$ cat config.mk
export PLATFORM = sky130hd
export DESIGN_NAME = sfc_controller
export DESIGN_NICKNAME = d
export VERILOG_FILES = /design/src/rtl/core/sfc_pkg.sv /design/src/rtl/core/sfc_controller.sv
export SDC_FILE = /design/constraint.sdc
export NUM_CORES = 1
export LEC_CHECK = 0
export BUFFER_PORTS_ARGS = -buffer_cell sky130_fd_sc_hd__clkbuf_2
export CAP_MARGIN = 30
export CORE_MARGIN = 4
export CORE_UTILIZATION = 50
export DETAILED_ROUTE_END_ITERATION = 7
export GPL_ROUTABILITY_DRIVEN = 1
export PLACE_DENSITY = 0.75
export SYNTH_ARGS = -nofsm -noshare
export SYNTH_HDL_FRONTEND = slang
export SYNTH_SLANG_ARGS = --single-unit
$ cat constraint.sdc
create_clock -name aclk -period 1.77 [get_ports aclk]
set_clock_uncertainty 0.05 [all_clocks]
set_input_delay 0.354 -clock aclk [delete_from_list [all_inputs] [get_ports aclk]]
set_output_delay 0.354 -clock aclk [all_outputs]
set_load 0.01 [all_outputs]
$ cat src/rtl/core/sfc_pkg.sv
`timescale 1ns / 1ps
// ----------------------------------------------------------------------------
// sfc_pkg
// Types and constants shared by the sphere frustum culling controller and
// datapath.
// ----------------------------------------------------------------------------
package sfc_pkg;

    localparam int PLANE_COUNT = 6;
    localparam int PLANE_WORDS = 4;
    localparam int PLANE_IDX_W = 3;
    localparam int COMP_IDX_W  = 2;
    localparam int ITER_W      = 6;
    localparam int SQRT_STEPS  = 25;
    localparam int DIV_STEPS   = 42;
    localparam int RAW_W       = 17;
    localparam int SQ_W        = 33;
    localparam int SUM_W       = 35;
    localparam int ROOT_W      = 51;
    localparam int LEN_W       = 25;
    localparam int NUM_W       = 42;

    localparam logic [PLANE_IDX_W-1:0] LAST_PLANE = 3'(PLANE_COUNT - 1);
    localparam logic [COMP_IDX_W-1:0]  LAST_COMP  = 2'(PLANE_WORDS - 1);

    typedef enum logic [1:0] {
        REG_MATRIX_COL0 = 2'd0,
        REG_MATRIX_COL1 = 2'd1,
        REG_MATRIX_COL2 = 2'd2,
        REG_MATRIX_COL3 = 2'd3
    } reg_idx_t;

    typedef enum logic [9:0] {
        ST_IDLE     = 10'b0000000001,
        ST_CULL_MUL = 10'b0000000010,
        ST_CULL_ACC = 10'b0000000100,
        ST_RB_RAW   = 10'b0000001000,
        ST_RB_SUM   = 10'b0000010000,
        ST_RB_SQRT  = 10'b0000100000,
        ST_RB_DIVI  = 10'b0001000000,
        ST_RB_DIV   = 10'b0010000000,
        ST_RB_WR    = 10'b0100000000,
        ST_FIN      = 10'b1000000000
    } state_t;

    typedef struct packed {
        logic                   load_in;
        logic                   cull_mul;
        logic                   raw_load;
        logic                   sqrt_init;
        logic                   sqrt_step;
        logic                   div_init;
        logic                   div_step;
        logic                   store_word;
        logic                   store_zero;
        logic [PLANE_IDX_W-1:0] plane;
        logic [COMP_IDX_W-1:0]  comp;
    } dp_cmd_t;

    typedef struct packed {
        logic reject;
        logic sum_zero;
    } dp_status_t;

endpackage

$ cat src/rtl/core/sfc_controller.sv
`timescale 1ns / 1ps
// ----------------------------------------------------------------------------
// sfc_controller
// State machine that sequences cull and rebuild transactions and holds the
// result register of the output channel.
// ----------------------------------------------------------------------------
module sfc_controller import sfc_pkg::*; (
    input  logic       aclk,
    input  logic       aresetn,
    input  logic       s_valid,
    output logic       s_ready,
    input  logic       s_kind,
    output logic       m_valid,
    input  logic       m_ready,
    output logic       m_visible,
    output logic [2:0] m_failing_plane,
    output logic [5:0] m_degenerate_mask,
    input  dp_status_t status,
    output dp_cmd_t    cmd
);

    state_t                 state_reg, state_next;
    logic [PLANE_IDX_W-1:0] plane_reg, plane_next;
    logic [COMP_IDX_W-1:0]  comp_reg, comp_next;
    logic [ITER_W-1:0]      iter_reg, iter_next;
    logic                   vis_reg, vis_next;
    logic [PLANE_COUNT-1:0] mask_reg, mask_next;
    logic                   m_valid_reg, m_valid_next;
    logic                   m_visible_reg, m_visible_next;
    logic [2:0]             m_fail_reg, m_fail_next;
    logic [5:0]             m_mask_reg, m_mask_next;

    assign s_ready           = (state_reg == ST_IDLE);
    assign m_valid           = m_valid_reg;
    assign m_visible         = m_visible_reg;
    assign m_failing_plane   = m_fail_reg;
    assign m_degenerate_mask = m_mask_reg;

    always_comb begin
        state_next     = state_reg;
        plane_next     = plane_reg;
        comp_next      = comp_reg;
        iter_next      = iter_reg;
        vis_next       = vis_reg;
        mask_next      = mask_reg;
        m_valid_next   = m_valid_reg && !m_ready;
        m_visible_next = m_visible_reg;
        m_fail_next    = m_fail_reg;
        m_mask_next    = m_mask_reg;
        cmd            = '0;
        cmd.plane      = plane_reg;
        cmd.comp       = comp_reg;

        case (state_reg)
            ST_IDLE: begin
                if (s_valid) begin
                    cmd.load_in = 1'b1;
                    plane_next  = '0;
                    mask_next   = '0;
                    vis_next    = 1'b0;
                    state_next  = s_kind ? ST_CULL_MUL : ST_RB_RAW;
                end
            end
            ST_CULL_MUL: begin
                cmd.cull_mul = 1'b1;
                state_next   = ST_CULL_ACC;
            end
            ST_CULL_ACC: begin
                if (status.reject) begin
                    vis_next   = 1'b0;
                    state_next = ST_FIN;
                end else if (plane_reg == LAST_PLANE) begin
                    vis_next   = 1'b1;
                    plane_next = '0;
                    state_next = ST_FIN;
                end else begin
                    plane_next = plane_reg + 1'b1;
                    state_next = ST_CULL_MUL;
                end
            end
            ST_RB_RAW: begin
                cmd.raw_load = 1'b1;
                state_next   = ST_RB_SUM;
            end
            ST_RB_SUM: begin
                if (status.sum_zero) begin
                    cmd.store_zero        = 1'b1;
                    mask_next[plane_reg]  = 1'b1;
                    if (plane_reg == LAST_PLANE) begin
                        plane_next = '0;
                        state_next = ST_FIN;
                    end else begin
                        plane_next = plane_reg + 1'b1;
                        state_next = ST_RB_RAW;
                    end
                end else begin
                    cmd.sqrt_init = 1'b1;
                    iter_next     = '0;
                    state_next    = ST_RB_SQRT;
                end
            end
            ST_RB_SQRT: begin
                cmd.sqrt_step = 1'b1;
                iter_next     = iter_reg + 1'b1;
                if (iter_reg == ITER_W'(SQRT_STEPS - 1)) begin
                    comp_next  = '0;
                    state_next = ST_RB_DIVI;
                end
            end
            ST_RB_DIVI: begin
                cmd.div_init = 1'b1;
                iter_next    = '0;
                state_next   = ST_RB_DIV;
            end
            ST_RB_DIV: begin
                cmd.div_step = 1'b1;
                iter_next    = iter_reg + 1'b1;
                if (iter_reg == ITER_W'(DIV_STEPS - 1)) begin
                    state_next = ST_RB_WR;
                end
            end
            ST_RB_WR: begin
                cmd.store_word = 1'b1;
                if (comp_reg != LAST_COMP) begin
                    comp_next  = comp_reg + 1'b1;
                    state_next = ST_RB_DIVI;
                end else if (plane_reg == LAST_PLANE) begin
                    plane_next = '0;
                    state_next = ST_FIN;
                end else begin
                    plane_next = plane_reg + 1'b1;
                    state_next = ST_RB_RAW;
                end
            end
            ST_FIN: begin
                if (!m_valid_reg || m_ready) begin
                    m_valid_next   = 1'b1;
                    m_visible_next = vis_reg;
                    m_fail_next    = vis_reg ? 3'd0 : plane_reg;
                    m_mask_next    = mask_reg;
                    state_next     = ST_IDLE;
                end
            end
            default: begin
                state_next = ST_IDLE;
            end
        endcase
    end

    always_ff @(posedge aclk) begin
        if (!aresetn) begin
            state_reg   <= ST_IDLE;
            plane_reg   <= '0;
            comp_reg    <= '0;
            iter_reg    <= '0;
            vis_reg     <= 1'b0;
            mask_reg    <= '0;
            m_valid_reg <= 1'b0;
        end else begin
            state_reg   <= state_next;
            plane_reg   <= plane_next;
            comp_reg    <= comp_next;
            iter_reg    <= iter_next;
            vis_reg     <= vis_next;
            mask_reg    <= mask_next;
            m_valid_reg <= m_valid_next;
        end
    end

    always_ff @(posedge aclk) begin
        m_visible_reg <= m_visible_next;
        m_fail_reg    <= m_fail_next;
        m_mask_reg    <= m_mask_next;
    end

endmodule

**Word level (Yosys, flattened, before mapping)**

Cells that the tools add are included.

- $add $sub $neg: 3
- Eq/ne operators: 24
- Divide/modulo/power cells: 0
- Reduce and logical (&&, ||, !) cells: 18
- $mul: 0
- Shifts and indexed selects: 0
- Magnitude comparators: 2
- Bitwise gates (word level): 1
- Muxes and demuxes: 45

Operators with widths:

| operator | count |
|---|---|
| 10-bit one-hot mux with 10 select lines | 1 |
| 10-bit two-way mux | 9 |
| 2-bit != test (second input constant) | 10 |
| 1-bit two-way mux | 18 |
| 6-bit two-way mux | 3 |
| 6-bit one-hot mux with 3 select lines | 1 |
| 3-bit two-way mux | 5 |
| 3-bit one-hot mux with 4 select lines | 1 |
| 6-bit one-hot mux with 2 select lines | 1 |
| 10-bit by 1-bit == test with 1-bit output (second input constant) | 1 |
| 10-bit == test (second input constant) | 1 |
| 10-bit by 2-bit == test with 1-bit output (second input constant) | 1 |
| 10-bit by 3-bit == test with 1-bit output (second input constant) | 1 |
| 10-bit by 4-bit == test with 1-bit output (second input constant) | 1 |
| 10-bit by 5-bit == test with 1-bit output (second input constant) | 1 |
| 10-bit by 6-bit == test with 1-bit output (second input constant) | 1 |
| 10-bit by 7-bit == test with 1-bit output (second input constant) | 1 |
| 10-bit by 8-bit == test with 1-bit output (second input constant) | 1 |
| 10-bit by 9-bit == test with 1-bit output (second input constant) | 1 |
| 3-bit AND reduction | 3 |
| 6-bit by 1-bit adder with 6-bit output (second input constant) | 1 |
| 6-bit by 5-bit == test with 1-bit output (second input constant) | 1 |
| 6-bit == test (second input constant) | 1 |
| 6-bit bitwise OR | 1 |
| 21 further kinds | 27 |

- Logic and storage cells: 103
- Latch bits: 0
- Output and inout port bits: 26
- Bits in writable memories: 0
- Register bits: 39
- Memories kept: 0
- ROM bits: 0
- Input bits: 7

**Logic depth before layout (Yosys ltp)**

Gate-level depths: netlist (run 1).

- Depth after elaboration: 7
- Gate-level depth with buffers: 9
- Gate-level depth less buffers: 8

**Worst setup path after synthesis (run 1)**

OpenSTA, ideal clock, no wires.

- Path type: register to register
- Start point: reg state_reg[4]
- End point: reg m_mask_reg[0], in the netlist m_degenerate_mask[0] (enable)
- Data arrival time: 1.487 ns
- Path buffers: 2
- Setup slack: -0.143 ns
- Setup time: 0.376 ns
- Clock period less this slack: 1.913 ns
- Data required time: 1.344 ns
- Cell stages (with the launch flop): 6
- Path through: dfxtp_1 > buf_2 > nor4_1 > buf_2 > nand3_1 > nor2_1

- Word-level cells in the longest chain between the ends: 2

Ends and longest elaborated chain:

| what | line | source |
|---|---|---|
| from (decl) | sfc_controller.sv:22 | `state_t state_reg, state_next;` |
| from (signal assigned) | sfc_controller.sv:160 | `state_reg <= state_next;` |
| 10-bit == test | sfc_controller.sv:54 | `case (state_reg)` |
| 2-bit AND reduction (no line) | n/a |  |
| to (signal assigned) | sfc_controller.sv:173 | `m_mask_reg <= m_mask_next;` |
| to (decl) | sfc_controller.sv:31 | `logic [5:0] m_mask_reg, m_mask_next;` |

Every way passes these cells.
A chain may end at the register's enable or synchronous reset.

==> metrics.txt, run 1 <==
status=finished with violations; failing checks=setup timing; CTS buffer count=5; initial antenna violation count=0; vias=2466; final setup TNS=-10040 ps; First DRT Iteration DRCs=351; share of layout cells above drive strength 1=62.2%; number of flops mapped to enable cells by yosys=10; Synth Warn #=0; Reg clk slew, reported paths=100 ps; largest net degree at the start of global routing=14; PwrDens=1010 nW/um^2; Syn Inst Count=207; fmax=454 MHz; die height=69.6 um; Crit Path Class=register to output port; slew at the pin with the worst max-slew slack=588 ps; Setup violations, final=46; GRT Util Overall=30.6%; Synth Flop Type=dfxtp_1; Max Cap Viol=0; launching element type of the critical path=register; slowest library cell on the worst path=nor4_4; # port buffers=32; Via-to-Cell Ratio=6.61; worst skew pair latency=310 ps; cts hold-fix bufs=0; fillcell total=116; # DRC=0; worst path required time=1370 ps; most used cell, CP=buf_4; RSZ-0062 raised after global routing=true; # clock sinks=39; DP Wirelength=3.91 mm; #FFs+latches synth=39; router iterations before antenna repair=5; diode count=0; H-tree levels=2; Final Core Density=92.2%; num ports=33; Area growth syn-to-layout=78.3%; crit-path max FO=4; placed cells=335; max reg flops=10; worst hold path class=primary input to register; minimum clock period=2200 ps; Max transition margin=60.7%; Worst Path Arrival=1800 ps; Hold Vio Cnt, Final=0; Die Span X=69.6 um; CP max stage delay=410 ps; Starting Density=51.7%; final max-slew violation count=0; maximum vdd drop=0.711 mV; total power=3.41 mW; final net count=335; CTS tree=built; final instance area=3380 sq um; fraction of registers with async set/reset=0%; gr ovfl total=0; final std cells w/o fill=373; Mean Syn Cell Area=9.15 sq um; CP Capture Type=output port; first-pass GRT wire length=11.6 mm; Synth Net Count=218; gpl congestion=0.902; placeable core area=3660 sq um; fin crit share=125%; mapped cell area=1890 sq um; post-synth cell types=47; area of the die=4840 sq um; Seq/Total Area, Yosys=46.5%; Worst Slack Setup Final=-435 ps; ANT nets after route=0; leakage power=1.45 nW; CP cell instances=nor4_4 > buf_4 > nand4_1 > buf_4 > inv_2 > buf_6; Clock Tree Buf Depth=2; clk root buf=clkbuf_8; WL/cell=25.3 um; FP Rows=22; routed wire length=9.44 mm; Area after DPL=2530 sq um; vias in the first global route=2224
## layout by cell type (no fill, tap or decap), types with 4 or more instances in the layout
cell      instances
inv_1             5
inv_2             4
nor2_2            6
clkbuf_2         25
nand4_1           5
dfxtp_2           6
clkbuf_8          5
nand2_4           4
nor2_1           22
and3_4            4
nor2b_1           8
a31oi_1           5
dfxtp_1          17
nor4_4            4
nand2_1          10
xor2_1            4
ha_1              4
buf_6            28
dfxtp_4           6
a21oi_2           6
edfxtp_1         10
buf_4            60
a21oi_1           5
## synthesized netlist by cell type, types with 2 or more instances
| cell | count | area, sq um |
|---|---|---|
| nor2_1 | 31 | 116 |
| dfxtp_1 | 29 | 581 |
| nand2_1 | 15 | 56.3 |
| a21oi_1 | 14 | 70.1 |
| nor2b_1 | 11 | 68.8 |
| edfxtp_1 | 10 | 300 |
| inv_1 | 9 | 33.8 |
| and3_1 | 7 | 43.8 |
| a31oi_1 | 6 | 37.5 |
| nand2b_1 | 5 | 31.3 |
| nand4_1 | 5 | 31.3 |
| nor3_1 | 5 | 25.0 |
| buf_2 | 4 | 20.0 |
| ha_1 | 4 | 50.1 |
| nand3_1 | 4 | 20.0 |
| o21ai_0 | 4 | 20.0 |
| xor2_1 | 4 | 35.0 |
| a211oi_1 | 3 | 22.5 |
| a22oi_1 | 2 | 15.0 |
| and4b_1 | 2 | 20.0 |
| clkbuf_1 | 2 | 7.51 |
| nand4b_1 | 2 | 17.5 |
| nor4_1 | 2 | 12.5 |
| nor4_4 | 2 | 42.5 |
| or3_1 | 2 | 12.5 |
| xnor2_1 | 2 | 17.5 |
## cells by family after synthesis
kind of cell,synth area share (%)
AO/OA/AOI/OAI,13.7
XOR/XNOR,2.77
adder cells (fa/ha/maj),2.64
buffers and inverters,4.03
flip-flops,46.5
multiplexers,0.528
AND/OR/NAND/NOR,29.9
## layer usage
metal	global-route usage, %	vias to the layer above	share of wire (%)
met3	8.26	77	11
met1	37.2	1174	36
li1	-	978	-
met4	13.9	0	7.4
met2	50.3	237	46
met5	0	-	0
## worst max-delay path: cells and delay by family, from the launching register on
kind | cells | cell delay [ps]
and+or+nand+nor | 2 | 560
DFF | 1 | 380
buffers and inverters | 4 | 530
## timing repair
| action | 4_1_cts | 5_1_grt |
|---|---|---|
| endpoints found under the setup margin | 35 | 47 |
| buffers inserted | 26 | 12 |
| gates resized for setup | 70 | 67 |
| pin swaps | 34 | 36 |
## report_power, final
group | switching, mW | internal [mW] | total, mW | leakage (nW)
clock network | 0.368 | 0.421 | 0.788 | 0.0581
registers | 0.0461 | 0.947 | 0.993 | 0.316
logic | 0.840 | 0.788 | 1.63 | 1.08
total | 1.25 | 2.16 | 3.41 | 1.45
## layout make-up
cell class              count  area (sq um)  area share, %
repair buffers            117           941           27.9
flip-flops and latches     39           911           27.0
clock buffers               5          68.8           2.04
well taps                  48          60.1           1.78
multi-input cells         151          1310           38.9
clock inverters             3          43.8           1.30
inverters                  10          40.0           1.19
## final timing paths
check / from / to / slack [ps] / depth (start not counted)
setup / recovery: state_reg[0]$_SDFFE_PN1P_ / cmd[7] / -430 / 6
hold / removal: status[1] / vis_reg$_SDFFE_PN0P_ / 310 / 2
setup reg to reg: state_reg[7]$_SDFFE_PN0P_ / iter_reg[3]$_SDFFE_PN0P_ / -360 / 8
hold reg to reg: mask_reg[4]$_SDFFE_PN0P_ / m_degenerate_mask[4]$_DFFE_PP_ / 390 / 0
## through the flow
step                hold WS [ps]  setup WS, ps
floorplan                    359         -76.9
global placement             368          -313
detailed placement           366          -396
CTS                          261          -335
global route                 296          -455
finish                       308          -435
No activity file was read; power rests on OpenSTA's default activity.
==> inputs of run 2 (changes only) <==
CORE_ASPECT_RATIO = 1.5   (was not set)
CTS_BUF_LIST = sky130_fd_sc_hd__clkbuf_8 sky130_fd_sc_hd__clkbuf_16   (was not set)
==> run 2 against run 1 <==
Clock power increased by 19%. Critical path type is now register to register. Non-clock buffer count fell by 6. Die area is 0.42% higher. Wire length is 3.7% lower. Global-route usage up 0.85 points. Largest cell class unchanged. The flow still finishes with violations (setup timing). Worst setup slack worse by 200 ps. Design area fell by 3.4%. Combinational power decreased by 5%. Worst hold slack worse by 35 ps. Cell count shrank 2.9%. Sequential power hardly changed.
==> metrics.txt, run 2 (synthesis gave the netlist of run 1 again) <==
minimum clock period=2400 ps; P_sw=1.19 mW; FP Rows=27; num ports=33; CP Capture Type=register; worst skew pair latency=320 ps; max layer used=met4; First DRT Iteration DRCs=203; routed wire length=9.09 mm; final net count=329; fin crit share=136%; logic gate share of total power=44.6%; vias in the first global route=2327; diode count=0; GRT Util Overall=31.4%; launching element type of the critical path=register; Die Span X=58.3 um; Crit Path Class=register to register; most frequent cells in the layout=buf_4 (58), buf_6 (26), nor2_1 (23), clkbuf_2 (22), dfxtp_1 (17); placed cells=327; Final Hold Slack=274 ps; router iterations before antenna repair=5; status=finished with violations; # clock sinks=39; leakage power=1.43 nW; initial antenna violation count=0; worst hold path class=primary input to register; Clock Tree Buf Depth=2; R2R Setup Slk=-630 ps; gpl congestion=0.920; met1 WL=2.89 mm; WL/cell=25.1 um; # DRC=0; final max-slew violation count=0; Setup violations, final=47; commonest non-fill, non-tap cell in the layout=buf_4; Hold Path End=vis_reg$_SDFFE_PN0P_; Max Cap Viol=0; slew at the pin with the worst max-slew slack=619 ps; Flop pwr share=28.6%; failing checks=setup timing; largest net degree at the start of global routing=14; CTS tree=built; Hold Vio Cnt, Final=0; cts hold-fix bufs=0; Reg2Reg Launch Point=state_reg[8]$_SDFFE_PN0P_; clk root buf=clkbuf_8; # port buffers=32; Worst Slack Setup Final=-632 ps; worst path required time=1930 ps; Reg clk slew, reported paths=90 ps; fmax=416 MHz; vias=2395; routed length on met3=885 um; placeable core area=3650 sq um; Via-to-Cell Ratio=6.62; share of layout cells above drive strength 1=59.2%; Area growth syn-to-layout=72.3%; ANT nets after route=0; die height=83.4 um; CTS buffer count=5; Max transition margin=58.4%; H-tree levels=2; r2r worst-path depth=9; max reg flops=10; RSZ-0062 raised after global routing=true; maximum vdd drop=0.924 mV; DP Wirelength=3.77 mm; Hold Path Depth=2; reg2reg end=state_reg[3]$_SDFFE_PN0P_; gr ovfl total=0; final std cells w/o fill=362; hold path start=status[1]; WL met2=4.43 mm; Worst Path Arrival=2560 ps; final setup TNS=-12320 ps; Clock Power Share=26.9%; Reg area=906 sq um; Internal Power=2.29 mW; crit-path max FO=3; Sw Ratio=34.2%; PwrDens=1070 nW/um^2; area of the die=4860 sq um; Final Core Density=89.4%; multi-input logic area=1240 sq um; first-pass GRT wire length=11.3 mm; fillcell total=159; Starting Density=51.9%
[run 2: how the worst max path moves through the flow]
stage                                    from                         to  slack [ps]  cells past startpoint
finish              state_reg[8]$_SDFFE_PN0P_  state_reg[3]$_SDFFE_PN0P_        -630                      9
global route        state_reg[8]$_SDFFE_PN0P_  state_reg[3]$_SDFFE_PN0P_        -650                      9
CTS                 state_reg[1]$_SDFFE_PN0P_                     cmd[8]        -470                      6
detailed placement   iter_reg[1]$_SDFFE_PN0P_  state_reg[6]$_SDFFE_PN0P_        -240                      8
global placement    state_reg[8]$_SDFFE_PN0P_  state_reg[6]$_SDFFE_PN0P_        -180                      7
floorplan           state_reg[7]$_SDFFE_PN0P_   iter_reg[3]$_SDFFE_PN0P_         -80                      6
[run 2: worst max-delay path: stages, from the launching register on]
cell,delay (ps)
dfxtp_4,380
nor4_4,400
buf_4,200
and2_1,150
nand4_1,230
inv_1,160
buf_4,120
a21oi_1,60
o22a_1,250
nor2_1,290
[run 2: area by class of cell]
class	instances	share of cell area, %
Clock buffer	5	2.11
Sequential cell	39	27.8
Clock inverter	3	2.07
Inverter	10	1.15
Tap cell	43	1.65
Multi-Input combinational cell	151	37.9
Timing Repair Buffer	111	27.4
[run 2: per-stage QoR]
stage	total power [mW]	instance area, sq um	worst slack (ps)
after floorplan	1.43	1910	-76.9
after detailed placement	1.82	2490	-238
after global routing	3.54	3260	-648
after CTS	3.10	3030	-467
final	3.48	3260	-632
after global placement	1.79	2490	-182
[run 2: per-layer routing]
layer	vias to the layer above	track usage [%]
li1	962	-
met1	1121	30.0
met2	224	52.5
met3	88	7.31
met4	0	29.7
met5	-	0
[run 2: timing repair]
action,4_1_cts,5_1_grt
setup endpoints to repair,36,48
setup buffers,25,9
pin swaps,28,25
gates resized for setup,60,62
[run 2: power groups by stage]
stage	Clock, mW	Combinational (mW)	Sequential [mW]
after global routing	0.956	1.59	0.997
after CTS	0.898	1.22	0.988
final	0.935	1.55	0.995
after floorplan	0	0.429	1.01
after global placement	0	0.790	1.00
after detailed placement	0	0.814	1.00
==> inputs of run 3 (changes only) <==
REMOVE_ABC_BUFFERS = 1   (was not set)
==> run 3 against run 2 <==
The flow still finishes with violations (setup timing). Register-to-register slack improved by 180 ps. Design area rose by 1.3%. Clock power shrank 3.7%. Clock-buffer cell count unchanged. Fmax up 7.6%. Worst hold slack worse by 7.8 ps. Critical path type is now register to output port. Largest cell class unchanged. Critical path depth down 1.
==> metrics.txt, run 3 (synthesis gave the netlist of run 1 again) <==
clk root buf=clkbuf_8; final max-slew violation count=0; area of the die=4860 sq um; gpl congestion=0.908; routed wire length=8.36 mm; leakage power=1.41 nW; Setup WS pre-CTS=-226 ps; # clock sinks=39; largest net degree at the start of global routing=14; fin crit share=126%; First DRT Iteration DRCs=171; final std cells w/o fill=360; Die Span X=58.3 um; Worst Setup EP=cmd[10]; worst hold path class=primary input to register; WL/cell=23.2 um; status=finished with violations; launching element type of the critical path=register; num ports=33; failing checks=setup timing; slew at the pin with the worst max-slew slack=628 ps; gr ovfl total=0; maximum vdd drop=1.29 mV; Hold Vio Cnt, Final=0; Worst Slack Setup Final=-463 ps; DP Wirelength=3.71 mm; minimum clock period=2230 ps; Setup violations, final=40; Reg clk slew, reported paths=90 ps; Worst Path Arrival=1830 ps; GRT met2 Usage=46.8%; PwrDens=1040 nW/um^2; Clock Tree Buf Depth=2; FP Rows=27; Crit Path Class=register to output port; die height=83.4 um; final setup TNS=-9470 ps; worst skew pair latency=300 ps; RSZ-0062 raised after global routing=true; most frequent cells in the layout=buf_4 (53), buf_6 (31), nor2_1 (23), clkbuf_2 (22), dfxtp_1 (20); GRT Util Overall=26.1%; R2R Setup Slk=-450 ps; routing usage on met3=5.13%; CP Capture Type=output port; diode count=0; router iterations before antenna repair=4; Setup crit start=state_reg[8]$_SDFFE_PN0P_; CTS buffer count=5; CTS tree=built; reg2reg end=state_reg[6]$_SDFFE_PN0P_; # DRC=0; Area growth syn-to-layout=74.4%; r2r worst-path depth=12; hold path start=status[1]; Reg2Reg Launch Point=state_reg[1]$_SDFFE_PN0P_; cts hold-fix bufs=0; grt peak-use layer=met2; share of layout cells above drive strength 1=59.0%; initial antenna violation count=0; grt met1 use=27.5%; ANT nets after route=0; # port buffers=32; worst path required time=1370 ps; H-tree levels=2; vias=2241; first-pass GRT wire length=9.76 mm; Via-to-Cell Ratio=6.23; final net count=327; Starting Density=51.9%; commonest non-fill, non-tap cell in the layout=buf_4; total power=3.44 mW; placed cells=326; Max transition margin=58.0%; max reg flops=10; Max Cap Viol=0; placeable core area=3650 sq um; fmax=448 MHz; vias in the first global route=2078; crit-path max FO=4
==> run 3: worst min-delay path by stage <==
stage / endpoint / slack, ps / depth (start not counted)
final: vis_reg$_SDFFE_PN0P_ / 270 / 2
after floorplan: m_degenerate_mask[2]$_DFFE_PP_ / 360 / 0
after global placement: m_degenerate_mask[2]$_DFFE_PP_ / 370 / 0
after CTS: vis_reg$_SDFFE_PN0P_ / 260 / 2
after global routing: vis_reg$_SDFFE_PN0P_ / 270 / 2
after detailed placement: m_degenerate_mask[5]$_DFFE_PP_ / 370 / 0
==> run 3: what timing repair did <==
item,in CTS,in global routing
pin swaps,18,28
setup endpoints to repair,32,48
buffers inserted,17,12
gates cloned,0,1
resized for setup,52,85
==> run 3: layer usage <==
layer	wire, um	vias to the layer above
li1	-	955
met1	2820	1077
met2	4490	161
met3	584	48
met4	463	0
met5	0	-
==> run 3: per-stage QoR <==
| stage | area, sq um | utilization (%) | hold slack, ps |
|---|---|---|---|
| after detailed placement | 2450 | 67.2 | 373 |
| after CTS | 2890 | 79.2 | 259 |
| final | 3300 | 90.6 | 266 |
| after floorplan | 1860 | - | 359 |
| after global routing | 3300 | 90.6 | 271 |
| after global placement | 2450 | 67.2 | 368 |
==> run 3: final cells by class <==
cell class / instances / area, sq um
Timing Repair Buffer: 109 / 897
Clock buffer: 5 / 68.8
Inverter: 10 / 42.5
Tap cell: 43 / 53.8
Sequential cell: 39 / 900
Fill cell: 146 / 344
Multi-Input combinational cell: 151 / 1270
Clock inverter: 3 / 67.6
==> run 3: worst max-delay path, stage by stage, from the launching register on <==
cell and delay, ps:
dfxtp_4 370, nor4_4 300, buf_4 200, nand2_4 60, buf_4 140, buf_6 110
nor2_4 120, buf_6 120, buf_6 100
==> run 3: power breakdown <==
group          total [mW]  switching [mW]  internal [mW]
clock               0.900           0.338          0.562
combinational        1.55           0.760          0.790
sequential          0.990          0.0471          0.943
